===== src/rtl/core/ism_pkg.sv =====
// ----------------------------------------------------------------------------
// ism_pkg
// Shared types and constants for the interval set merge and lookup core.
// ----------------------------------------------------------------------------
`default_nettype none

package ism_pkg;

    // field widths of the stream items
    localparam int ID_W    = 50;
    localparam int ENT_W   = 11;
    localparam int COV_W   = 51;
    localparam int HCNT_W  = 32;
    localparam int IN_W    = 104;
    localparam int OUT_W   = 104;

    // item kinds
    localparam logic CMD_INSERT = 1'b0;
    localparam logic CMD_LOOKUP = 1'b1;

    // result status codes
    localparam logic [1:0] ST_OK       = 2'd0;
    localparam logic [1:0] ST_FULL     = 2'd1;
    localparam logic [1:0] ST_REVERSED = 2'd2;

    typedef enum logic [3:0] {
        S_IDLE,
        S_START,
        S_LK_CHK,
        S_LK_CMP,
        S_F_CHK,
        S_F_CMP,
        S_M_CHK,
        S_M_CMP,
        S_DECIDE,
        S_SH_CHK,
        S_SH_WR,
        S_DONE
    } state_t;

    // datapath command, one per cycle
    typedef enum logic [4:0] {
        OP_NONE,
        OP_LOAD,
        OP_LK_RD,
        OP_LK_GT,
        OP_LK_LT,
        OP_LK_HIT,
        OP_F_RD,
        OP_F_ADV,
        OP_M_INIT,
        OP_M_RD,
        OP_M_TAKE,
        OP_SH_INIT,
        OP_SH_RD,
        OP_SH_WR,
        OP_WR_NEW,
        OP_FULL,
        OP_REV,
        OP_PUSH
    } op_t;

    // datapath flags seen by the controller
    typedef struct packed {
        logic is_lookup;
        logic reversed;
        logic lk_active;
        logic lk_gt;
        logic lk_lt;
        logic f_more;
        logic f_adv;
        logic m_more;
        logic m_take;
        logic k_zero;
        logic full;
        logic sh_more;
        logic out_free;
    } stat_t;

endpackage

`default_nettype wire


===== src/rtl/core/ism_ctrl.sv =====
// ----------------------------------------------------------------------------
// ism_ctrl
// Sequencer for binary search, merge scan, table shift and result hand-off.
// ----------------------------------------------------------------------------
`default_nettype none

module ism_ctrl (
    input  wire logic           clk,
    input  wire logic           rst_n,
    input  wire logic           s_tvalid,
    output logic                s_tready,
    input  wire ism_pkg::stat_t st,
    output ism_pkg::op_t        op
);
    import ism_pkg::*;

    state_t state_reg, state_next;

    // state register
    always_ff @(posedge clk or negedge rst_n)
    begin
        if (!rst_n)
        begin
            state_reg <= S_IDLE;
        end
        else
        begin
            state_reg <= state_next;
        end
    end

    // next state
    always_comb
    begin
        state_next = state_reg;
        unique case (state_reg)
            S_IDLE:   if (s_tvalid) state_next = S_START;
            S_START:
            begin
                if (st.is_lookup)     state_next = S_LK_CHK;
                else if (st.reversed) state_next = S_DONE;
                else                  state_next = S_F_CHK;
            end
            S_LK_CHK: state_next = st.lk_active ? S_LK_CMP : S_DONE;
            S_LK_CMP: state_next = (st.lk_gt || st.lk_lt) ? S_LK_CHK : S_DONE;
            S_F_CHK:  state_next = st.f_more ? S_F_CMP : S_M_CHK;
            S_F_CMP:  state_next = st.f_adv ? S_F_CHK : S_M_CHK;
            S_M_CHK:  state_next = st.m_more ? S_M_CMP : S_DECIDE;
            S_M_CMP:  state_next = st.m_take ? S_M_CHK : S_DECIDE;
            S_DECIDE: state_next = (st.k_zero && st.full) ? S_DONE : S_SH_CHK;
            S_SH_CHK: state_next = st.sh_more ? S_SH_WR : S_DONE;
            S_SH_WR:  state_next = S_SH_CHK;
            S_DONE:   if (st.out_free) state_next = S_IDLE;
            default:  state_next = S_IDLE;
        endcase
    end

    // commands
    always_comb
    begin
        op       = OP_NONE;
        s_tready = 1'b0;
        unique case (state_reg)
            S_IDLE:
            begin
                s_tready = 1'b1;
                if (s_tvalid) op = OP_LOAD;
            end
            S_START:  if (!st.is_lookup && st.reversed) op = OP_REV;
            S_LK_CHK: if (st.lk_active) op = OP_LK_RD;
            S_LK_CMP:
            begin
                priority if (st.lk_gt) op = OP_LK_GT;
                else if (st.lk_lt)     op = OP_LK_LT;
                else                   op = OP_LK_HIT;
            end
            S_F_CHK:  op = st.f_more ? OP_F_RD : OP_M_INIT;
            S_F_CMP:  op = st.f_adv ? OP_F_ADV : OP_M_INIT;
            S_M_CHK:  if (st.m_more) op = OP_M_RD;
            S_M_CMP:  if (st.m_take) op = OP_M_TAKE;
            S_DECIDE: op = (st.k_zero && st.full) ? OP_FULL : OP_SH_INIT;
            S_SH_CHK: op = st.sh_more ? OP_SH_RD : OP_WR_NEW;
            S_SH_WR:  op = OP_SH_WR;
            S_DONE:   if (st.out_free) op = OP_PUSH;
            default:  op = OP_NONE;
        endcase
    end

endmodule

`default_nettype wire


===== config.mk =====
export PLATFORM = sky130hd
export DESIGN_NAME = ism_ctrl
export DESIGN_NICKNAME = d
export VERILOG_FILES = /design/src/rtl/core/ism_pkg.sv /design/src/rtl/core/ism_ctrl.sv
export SDC_FILE = /design/constraint.sdc
export NUM_CORES = 1
export LEC_CHECK = 0
export ABC_AREA = 1
export BUFFER_PORTS_ARGS = -buffer_cell sky130_fd_sc_hd__buf_2
export CAP_MARGIN = 10
export CORE_MARGIN = 3
export CORE_UTILIZATION = 30
export CTS_CLUSTER_DIAMETER = 40
export CTS_CLUSTER_SIZE = 24
export DETAILED_ROUTE_END_ITERATION = 6
export GPL_ROUTABILITY_DRIVEN = 0
export SLEW_MARGIN = 20
export SYNTH_ARGS = -nofsm -noshare
export SYNTH_HDL_FRONTEND = slang
export SYNTH_SLANG_ARGS = --single-unit
export TNS_END_PERCENT = 1

===== constraint.sdc =====
create_clock -name clk -period 1.5 [get_ports clk]
set_input_delay 0.075 -clock clk [delete_from_list [all_inputs] [get_ports clk]]
set_output_delay 0.075 -clock clk [all_outputs]
set_load 0.01 [all_outputs]

# Yosys cells after proc, flatten, opt, wreduce, memory -nomap -nowiden

Index checks and enable logic that the tools add are counted.

Output and inout bits: 6
Register bits after elaboration: 4
Word-level logic and storage cells: 47

Mux-type cells: 27
Equal/unequal tests: 13
Reductions and logical operators: 6

Operators by type and width:

| kind               | number |
|---|---|
| $pmux 5 s12        | 1 |
| $mux 4             | 12 |
| $pmux 4 s12        | 1 |
| $eq 4x3->1 const B | 4 |
| $eq 4x4->1 const B | 4 |
| $mux 2             | 5 |
| $mux 5             | 2 |
| $eq 4x2->1 const B | 2 |
| $mux 3             | 2 |
| $eq 4x1->1 const B | 1 |
| $logic_not 4->1    | 1 |
| $mux 1             | 4 |
| $ne 2x2->1 const B | 2 |
| $logic_and 1x1->1  | 2 |
| $reduce_and 2->1   | 1 |
| $logic_not 1->1    | 1 |
| $logic_or 1x1->1   | 1 |

# Depth between registers and ports, before layout

Gate-level depths: netlist of run 1.

Word-level depth: 4
Gate-level depth with buffers: 8
Gate-level depth less buffers: 8

# Least setup slack after synthesis of run 1

No wires, ideal clock.

Path kind: register -> register
Start point: reg state_reg[2]
End point: reg state_reg[0]
Arrival: 1.035 ns
Stages on the path, launching flop included: 7
Path buffers: 0
Library setup time: 0.118 ns
Setup slack: 0.346 ns
Cell sequence: dfrtp_1 nor2_2 nand2_1 o21ai_1 inv_1 nand2_1 nand2_1

Word-level cells in the longest chain between the ends: 3
Elaborated cells on any way between the ends: 16
Those cells by class: 13 x eq/ne; 1 x mux; 2 x reduce/logical

Ends and longest elaborated chain:

| what                                                 | line           | RTL |
|---|---|---|
| start, declared                                      | ism_ctrl.sv:17 | `state_t state_reg, state_next;` |
| start signal, assigned                               | ism_ctrl.sv:28 | `state_reg <= state_next;` |
| $eq 4x4->1 / $logic_not 4->1 (equally long branches) | ism_ctrl.sv:36 | `unique case (state_reg)` |
| $ne 2x2->1 (no source line)                          | -              |  |
| $reduce_and 2->1 (no source line)                    | -              |  |

Several ways; a longest one is shown, not always the timed one.
A chain may end at the register's enable or synchronous reset.

# Final worst setup path of run 1

Start point: reg state_reg[1]
End point: out op[3]

Word-level cells in the longest chain between the ends: 2
Elaborated cells on any way between the ends: 13
Those cells by class: 11 x eq/ne; 1 x mux; 1 x reduce/logical

Ends and longest elaborated chain:

| what                                     | line           | RTL |
|---|---|---|
| $eq 4x4->1, or another cell as far along | ism_ctrl.sv:63 | `unique case (state_reg)` |
| $pmux 5 s12 *                            | ism_ctrl.sv:63 |  |
| end, declared                            | ism_ctrl.sv:13 | `output ism_pkg::op_t op` |

Every way passes the cells marked *; elsewhere a longest branch is shown, timed or not.

==> results of run 1 <==
-- cells in the final DEF (no fill, tap or decap) --
cell,n
nand2_1,25
buf_2,21
nand3_1,12
nor2_1,11
inv_1,8
nor2_4,5
inv_2,5
a21oi_1,5
o21ai_1,4
dfrtp_2,4
nand2_2,3
clkbuf_4,3
nor2_2,2
nor3_1,1
nand3_4,1
nor3_2,1
o22ai_1,1
nand4_1,1
o21ai_0,1
o2111ai_1,1
nand3b_2,1
dlygate4sd3_1,1
-- cells in the mapped netlist, drive strengths merged --
cell,n
nand3,13
nor2,18
a21oi,5
inv,13
nand2,28
nor3,2
nand3b,1
nand4,1
o22ai,1
o2111ai,1
dfrtp,4
o21ai,5
-- metal layers --
metal / track usage [%] / wire length, um / up-vias
li1: - / - / 352
met1: 20.1 / 686 / 299
met2: 25.1 / 768 / 33
met3: 4.60 / 121 / 3
met4: 5.52 / 26 / 0
met5: 0 / 0 / -
-- cells by family after synthesis --
| group | after synthesis | synth area share, % |
|---|---|---|
| AND/OR/NAND/NOR | 63 | 58.2 |
| AO/OA/AOI/OAI | 12 | 12.7 |
| buffers and inverters | 13 | 9.54 |
| flip-flops | 4 | 19.6 |
-- worst paths after layout --
path                              start      endpoint  slack, ns  cells past startpoint
max                        state_reg[1]         op[3]       0.02                      6
min                               st[4]  state_reg[2]       0.12                      3
max reg2reg                state_reg[3]  state_reg[0]       0.28                      7
min reg2reg                state_reg[1]  state_reg[2]       0.67                      1
max in group asynchronous         rst_n  state_reg[0]       1.19                      2
min in group asynchronous         rst_n  state_reg[1]       0.17                      2
-- report_power, final --
| group | switching, uW | internal [uW] | total [uW] | leakage (uW) |
|---|---|---|---|---|
| clock network | 44.7 | 89.5 | 134 | 0.0000138 |
| logic | 625 | 366 | 991 | 0.000352 |
| registers | 134 | 173 | 307 | 0.0000447 |
-- cell type report --
type                            instances  area [um2]  area share (%)
Clock buffer                            3        22.5            3.17
Inverter                               13        48.8            6.88
Multi-Input combinational cell         75         398            56.1
Sequential cell                         4         105            14.8
Tap cell                               16        20.0            2.82
Timing Repair Buffer                   22         115            16.2
-- stage by stage --
stage / area, um2 / util (%)
floorplan: 512 / -
global placement: 637 / 40.9
detailed placement: 637 / 40.9
CTS: 683 / 43.8
global route: 709 / 45.5
finish: 709 / 45.5
-- worst max-delay path, delay by kind of cell (launching register included) --
family        cells  cell delay (ns)
simple gates      4             0.49
flops             1             0.47
buf+inv           2             0.20
-- repair_timing --
item                                   in CTS  in global routing
pin swaps                                   0                  2
endpoints found under the hold margin       4                  0
hold buffers                                1                  0
setup buffers                               0                  0
setup endpoints to repair                   4                  5
resized for setup                           6                  7
==> qor.csv, run 1 <==
metric,value,unit
# fillers,175,
maximum VDD drop,1.02,mV
post-DP HPWL,1290,um
status,"finished, final reports clean",
PortBufs,21,
"antenna viol nets, final",0,
share of cells above drive strength 1,39.3,%
"top cells by area, synth","nand2_1 (20%), dfrtp_1 (20%), nand3_1 (12%)",
"Area growth, synth to finish",38.6,%
"Seq/Total Area, Yosys",19.6,%
final setup vio count,0,
clock buffer count from CTS,3,
Mean Syn Cell Area,5.56,um2
vias in the first global route,608,
RSZ-0062 raised after global routing,yes,
Worst EP arrival,1.40,ns
core area,1560,um2
relative slew slack,85.3,%
crit path time final,1.48,ns
leakage power,0.000411,uW
worst-path cell chain,nor2_4 > inv_1 > nor3_1 > nor3_2 > nand2_1 > buf_2,
number of antenna diodes,0,
Final Hold Viols,0,
Ys Warns,0,
startpoint types,flip-flop,
GRT Total Usage,15.8,%
skew final,0.00546,ns
DR WL/cell,12.1,um
clk root buf,clkbuf_4,
HP Class,in2reg,
"Cell Area, Synth",512,um2
fmax,0.677,GHz
TritonCTS clock tree,done,
Crit. End Element,output port,
setup ws final,0.0235,ns
final hold slack,0.117,ns
"Clk pin slew, worst setup/hold paths",0.04,ns
row count,14,
Initial Util,32.8,%
#FFs+latches synth,4,
clock sink count,4,
DRC Markers,0,
Inst Count DP,129,
worst skew pair latency,0.24,ns
H-tree levels,1,
Post-layout nets,135,
crit-path max cell delay,0.47,ns
Die W,47.3,um
largest net degree at the start of global routing,9,
# IOs,22,
Worst EP required,1.42,ns
grt total ovfl,0,
global-route wire length before repair,2450,um
"Period Utilization, post-route",98.4,%
post-synth top area share,19.8,%
total power,1430,uW
"non-filler cells, final",133,
Post-Syn Nets,108,
worst slew pin tran,0.218,ns
Die Area,2240,um2
Max Cap Viol,0,
drt pass-1 iters,4,
Synth cell types,19,
Setup Total Neg Slack,0,ns
Final Max Slew Viols,0,
max reg flops,4,
Clock Path Buffers,2,
die height,47.3,um
Via density,5.17,
pwr dens,2020,nW/um2
total wire length,1600,um
"area leader, netlist",nand2_1,
via count,687,
CP Class,reg2out,
post-synthesis cell count,92,
initial antenna violation count,0,
CP max stage cell,dfrtp_2,
largest fanout on the critical path,6,
pre-CTS setup slack,0.149,ns
detailed router's first-iteration violation count,22,
No activity file was read; power rests on OpenSTA's default activity.
==> run 2, diff against run 1 <==
--- a/config.mk
+++ b/config.mk
@@ -8,12 +8,14 @@
 export ABC_AREA = 1
 export BUFFER_PORTS_ARGS = -buffer_cell sky130_fd_sc_hd__buf_2
 export CAP_MARGIN = 10
-export CORE_MARGIN = 3
-export CORE_UTILIZATION = 30
+export CORE_AREA = 3 3 40 42
 export CTS_CLUSTER_DIAMETER = 40
 export CTS_CLUSTER_SIZE = 24
 export DETAILED_ROUTE_END_ITERATION = 6
+export DIE_AREA = 0 0 43 45
 export GPL_ROUTABILITY_DRIVEN = 0
+export HOLD_SLACK_MARGIN = 0.12
+export PLACE_DENSITY = 0.67
 export SLEW_MARGIN = 20
 export SYNTH_ARGS = -nofsm -noshare
 export SYNTH_HDL_FRONTEND = slang
==> run 2 against run 1 <==
Net effect:
- sequential cell count unchanged
- sequential share of layout area down 0.60 points
- combinational power about the same
- the flow now finishes with violations (setup timing)
- final area up 4.2%
- maximum frequency down 4.4%
- via count up 2.6%
- hold slack better by 0.027 ns
- clock power up 8%
- utilization up 12 points
- global-route usage up 5.1 points
- critical endpoint unchanged
- largest power group unchanged
- power up 3.0%
- routed wire length up 10%
==> qor.csv, run 2 (same netlist as run 1, synthesis figures left out) <==
metric,value,unit,change
Worst EP required,1.42,ns,about the same
"commonest non-fill, non-tap cells in the layout","nand2_1 (24), buf_2 (21), nor2_1 (11)",,"was nand2_1 (25), buf_2 (21), nand3_1 (12)"
"Area growth, synth to finish",44.5,%,was 38.6%
HP Class,in2reg,,unchanged
Max Cap Viol,0,,unchanged
largest net degree at the start of global routing,9,,unchanged
pwr dens,1990,nW/um2,was 2020 nW/um2
worst skew pair latency,0.25,ns,was 0.24 ns
TritonCTS clock tree,done,,unchanged
setup ws final,-0.0437,ns,was 0.0235 ns
total wire length,1760,um,was 1600 um
Worst Hold Launch,st[10],,was st[4]
Final Hold Viols,0,,unchanged
initial antenna violation count,0,,unchanged
switch share,56.9,%,was 56.1%
GRT Total Usage,20.9,%,was 15.8%
Pint,635,uW,was 628 uW
row count,13,,was 14
detailed router's first-iteration violation count,15,,was 22
Post-layout nets,136,,was 135
largest fanout on the critical path,5,,was 6
maximum VDD drop,1.03,mV,was 1.02 mV
failing checks,setup timing,,
DRC Markers,0,,unchanged
# fillers,129,,was 175
max reg flops,4,,unchanged
grt total ovfl,0,,unchanged
Die Area,1940,um2,was 2240 um2
DR WL/cell,13.3,um,was 12.1 um
H-tree levels,1,,unchanged
clock buffer count from CTS,3,,unchanged
Die W,43,um,was 47.3 um
Worst EP arrival,1.47,ns,was 1.40 ns
startpoint types,flip-flop,,unchanged
vias in the first global route,672,,was 608
combinational fraction of design power,69.0,%,was 69.2%
leakage power,0.000416,uW,was 0.000411 uW
Crit. Startpoint,state_reg[2],,was state_reg[1]
CP Class,reg2out,,unchanged
relative slew slack,86.2,%,was 85.3%
core area,1280,um2,was 1560 um2
final setup vio count,3,,was 0
number of antenna diodes,0,,unchanged
PortBufs,21,,unchanged
clk root buf,clkbuf_4,,unchanged
NetSw,840,uW,was 803 uW
clock power share,9.8,%,was 9.4%
RR Startpoint,state_reg[2],,was state_reg[3]
post-DP HPWL,1310,um,was 1290 um
status,"finished, violations left",,"was finished, final reports clean"
via count,705,,was 687
Clock Path Buffers,2,,unchanged
skew final,0.0115,ns,was 0.00546 ns
Crit. End Element,output port,,unchanged
"Period Utilization, post-route",103,%,was 98.4%
Setup Buffers After CTS,0,,unchanged
# IOs,22,,unchanged
drt pass-1 iters,4,,unchanged
share of cells above drive strength 1,43.2,%,was 39.3%
RSZ-0062 raised after global routing,yes,,unchanged
crit path time final,1.54,ns,was 1.48 ns
worst slew pin tran,0.207,ns,was 0.218 ns
Setup Total Neg Slack,-0.0747,ns,was 0 ns
die height,45,um,was 47.3 um
Initial Util,39.8,%,was 32.8%
"antenna viol nets, final",0,,unchanged
clock sink count,4,,unchanged
"Clk pin slew, worst setup/hold paths",0.04,ns,about the same
Via density,5.30,,was 5.17
global-route wire length before repair,2900,um,was 2450 um
final hold slack,0.143,ns,was 0.117 ns
Seq pwr share,21.2,%,was 21.4%
fmax,0.648,GHz,was 0.677 GHz
Final Max Slew Viols,0,,unchanged
"most common cell after layout, fill and taps aside",nand2_1,,unchanged
[run 2: critical path, stage by stage, from the launching register on]
cell and delay (ns):
dfrtp_2 0.45, inv_2 0.08, nor2_4 0.21, nand3_4 0.12, nand2_1 0.11, nor3_2 0.05, nand2_1 0.06, buf_2 0.12
[run 2: what timing repair did]
item,CTS,global route
hold buffers,2,0
gates resized for setup,10,9
endpoints found under the setup margin,4,4
gates cloned,0,0
pin swaps,0,1
hold endpoints to repair,5,0
[run 2: worst paths after layout]
path | endpoint | slack [ns] | depth (start not counted)
worst max-delay path | op[3] | -0.04 | 7
worst min-delay path | state_reg[3] | 0.14 | 4
worst max register to register | state_reg[0] | 0.24 | 7
worst min register to register | state_reg[2] | 0.68 | 1
max in group asynchronous | state_reg[3] | 1.14 | 2
min in group asynchronous | state_reg[1] | 0.21 | 2
[run 2: per-layer routing]
layer	vias to the layer above	part of all wire (%)	track usage, %
met5	-	0	0
met4	0	4.6	13.9
met3	8	5.2	7.17
met2	22	47	35.6
met1	324	43	22.0
li1	351	-	-
[run 2: layout make-up]
type                            count  area, um2  share of cell area (%)
Multi-Input combinational cell     75        419                    56.7
Tap cell                           15       18.8                    2.54
Clock buffer                        3       22.5                    3.05
Inverter                           13       48.8                    6.60
Sequential cell                     4        105                    14.2
Timing Repair Buffer               23        125                    16.9
[run 2: metrics by stage]
step	total power [uW]	utilization [%]	std cells	worst slack [ns]	area (um2)
CTS	1400	54.7	133	-0.00523	703
global route	1610	57.5	133	-0.115	739
global placement	1180	49.5	128	0.0920	636
detailed placement	1180	49.5	128	0.131	636
floorplan	895	-	92	0.346	512
finish	1480	57.5	133	-0.0437	739
[run 2: power by group through the flow]
| stage | clock, uW | combinational [uW] | sequential (uW) |
|---|---|---|---|
| 2_1_floorplan | 0 | 656 | 239 |
| 3_3_place_gp | 0 | 925 | 257 |
| 3_5_place_dp | 0 | 922 | 256 |
| 4_1_cts | 143 | 959 | 295 |
| 5_1_grt | 155 | 1140 | 318 |
| 6_report | 145 | 1020 | 312 |
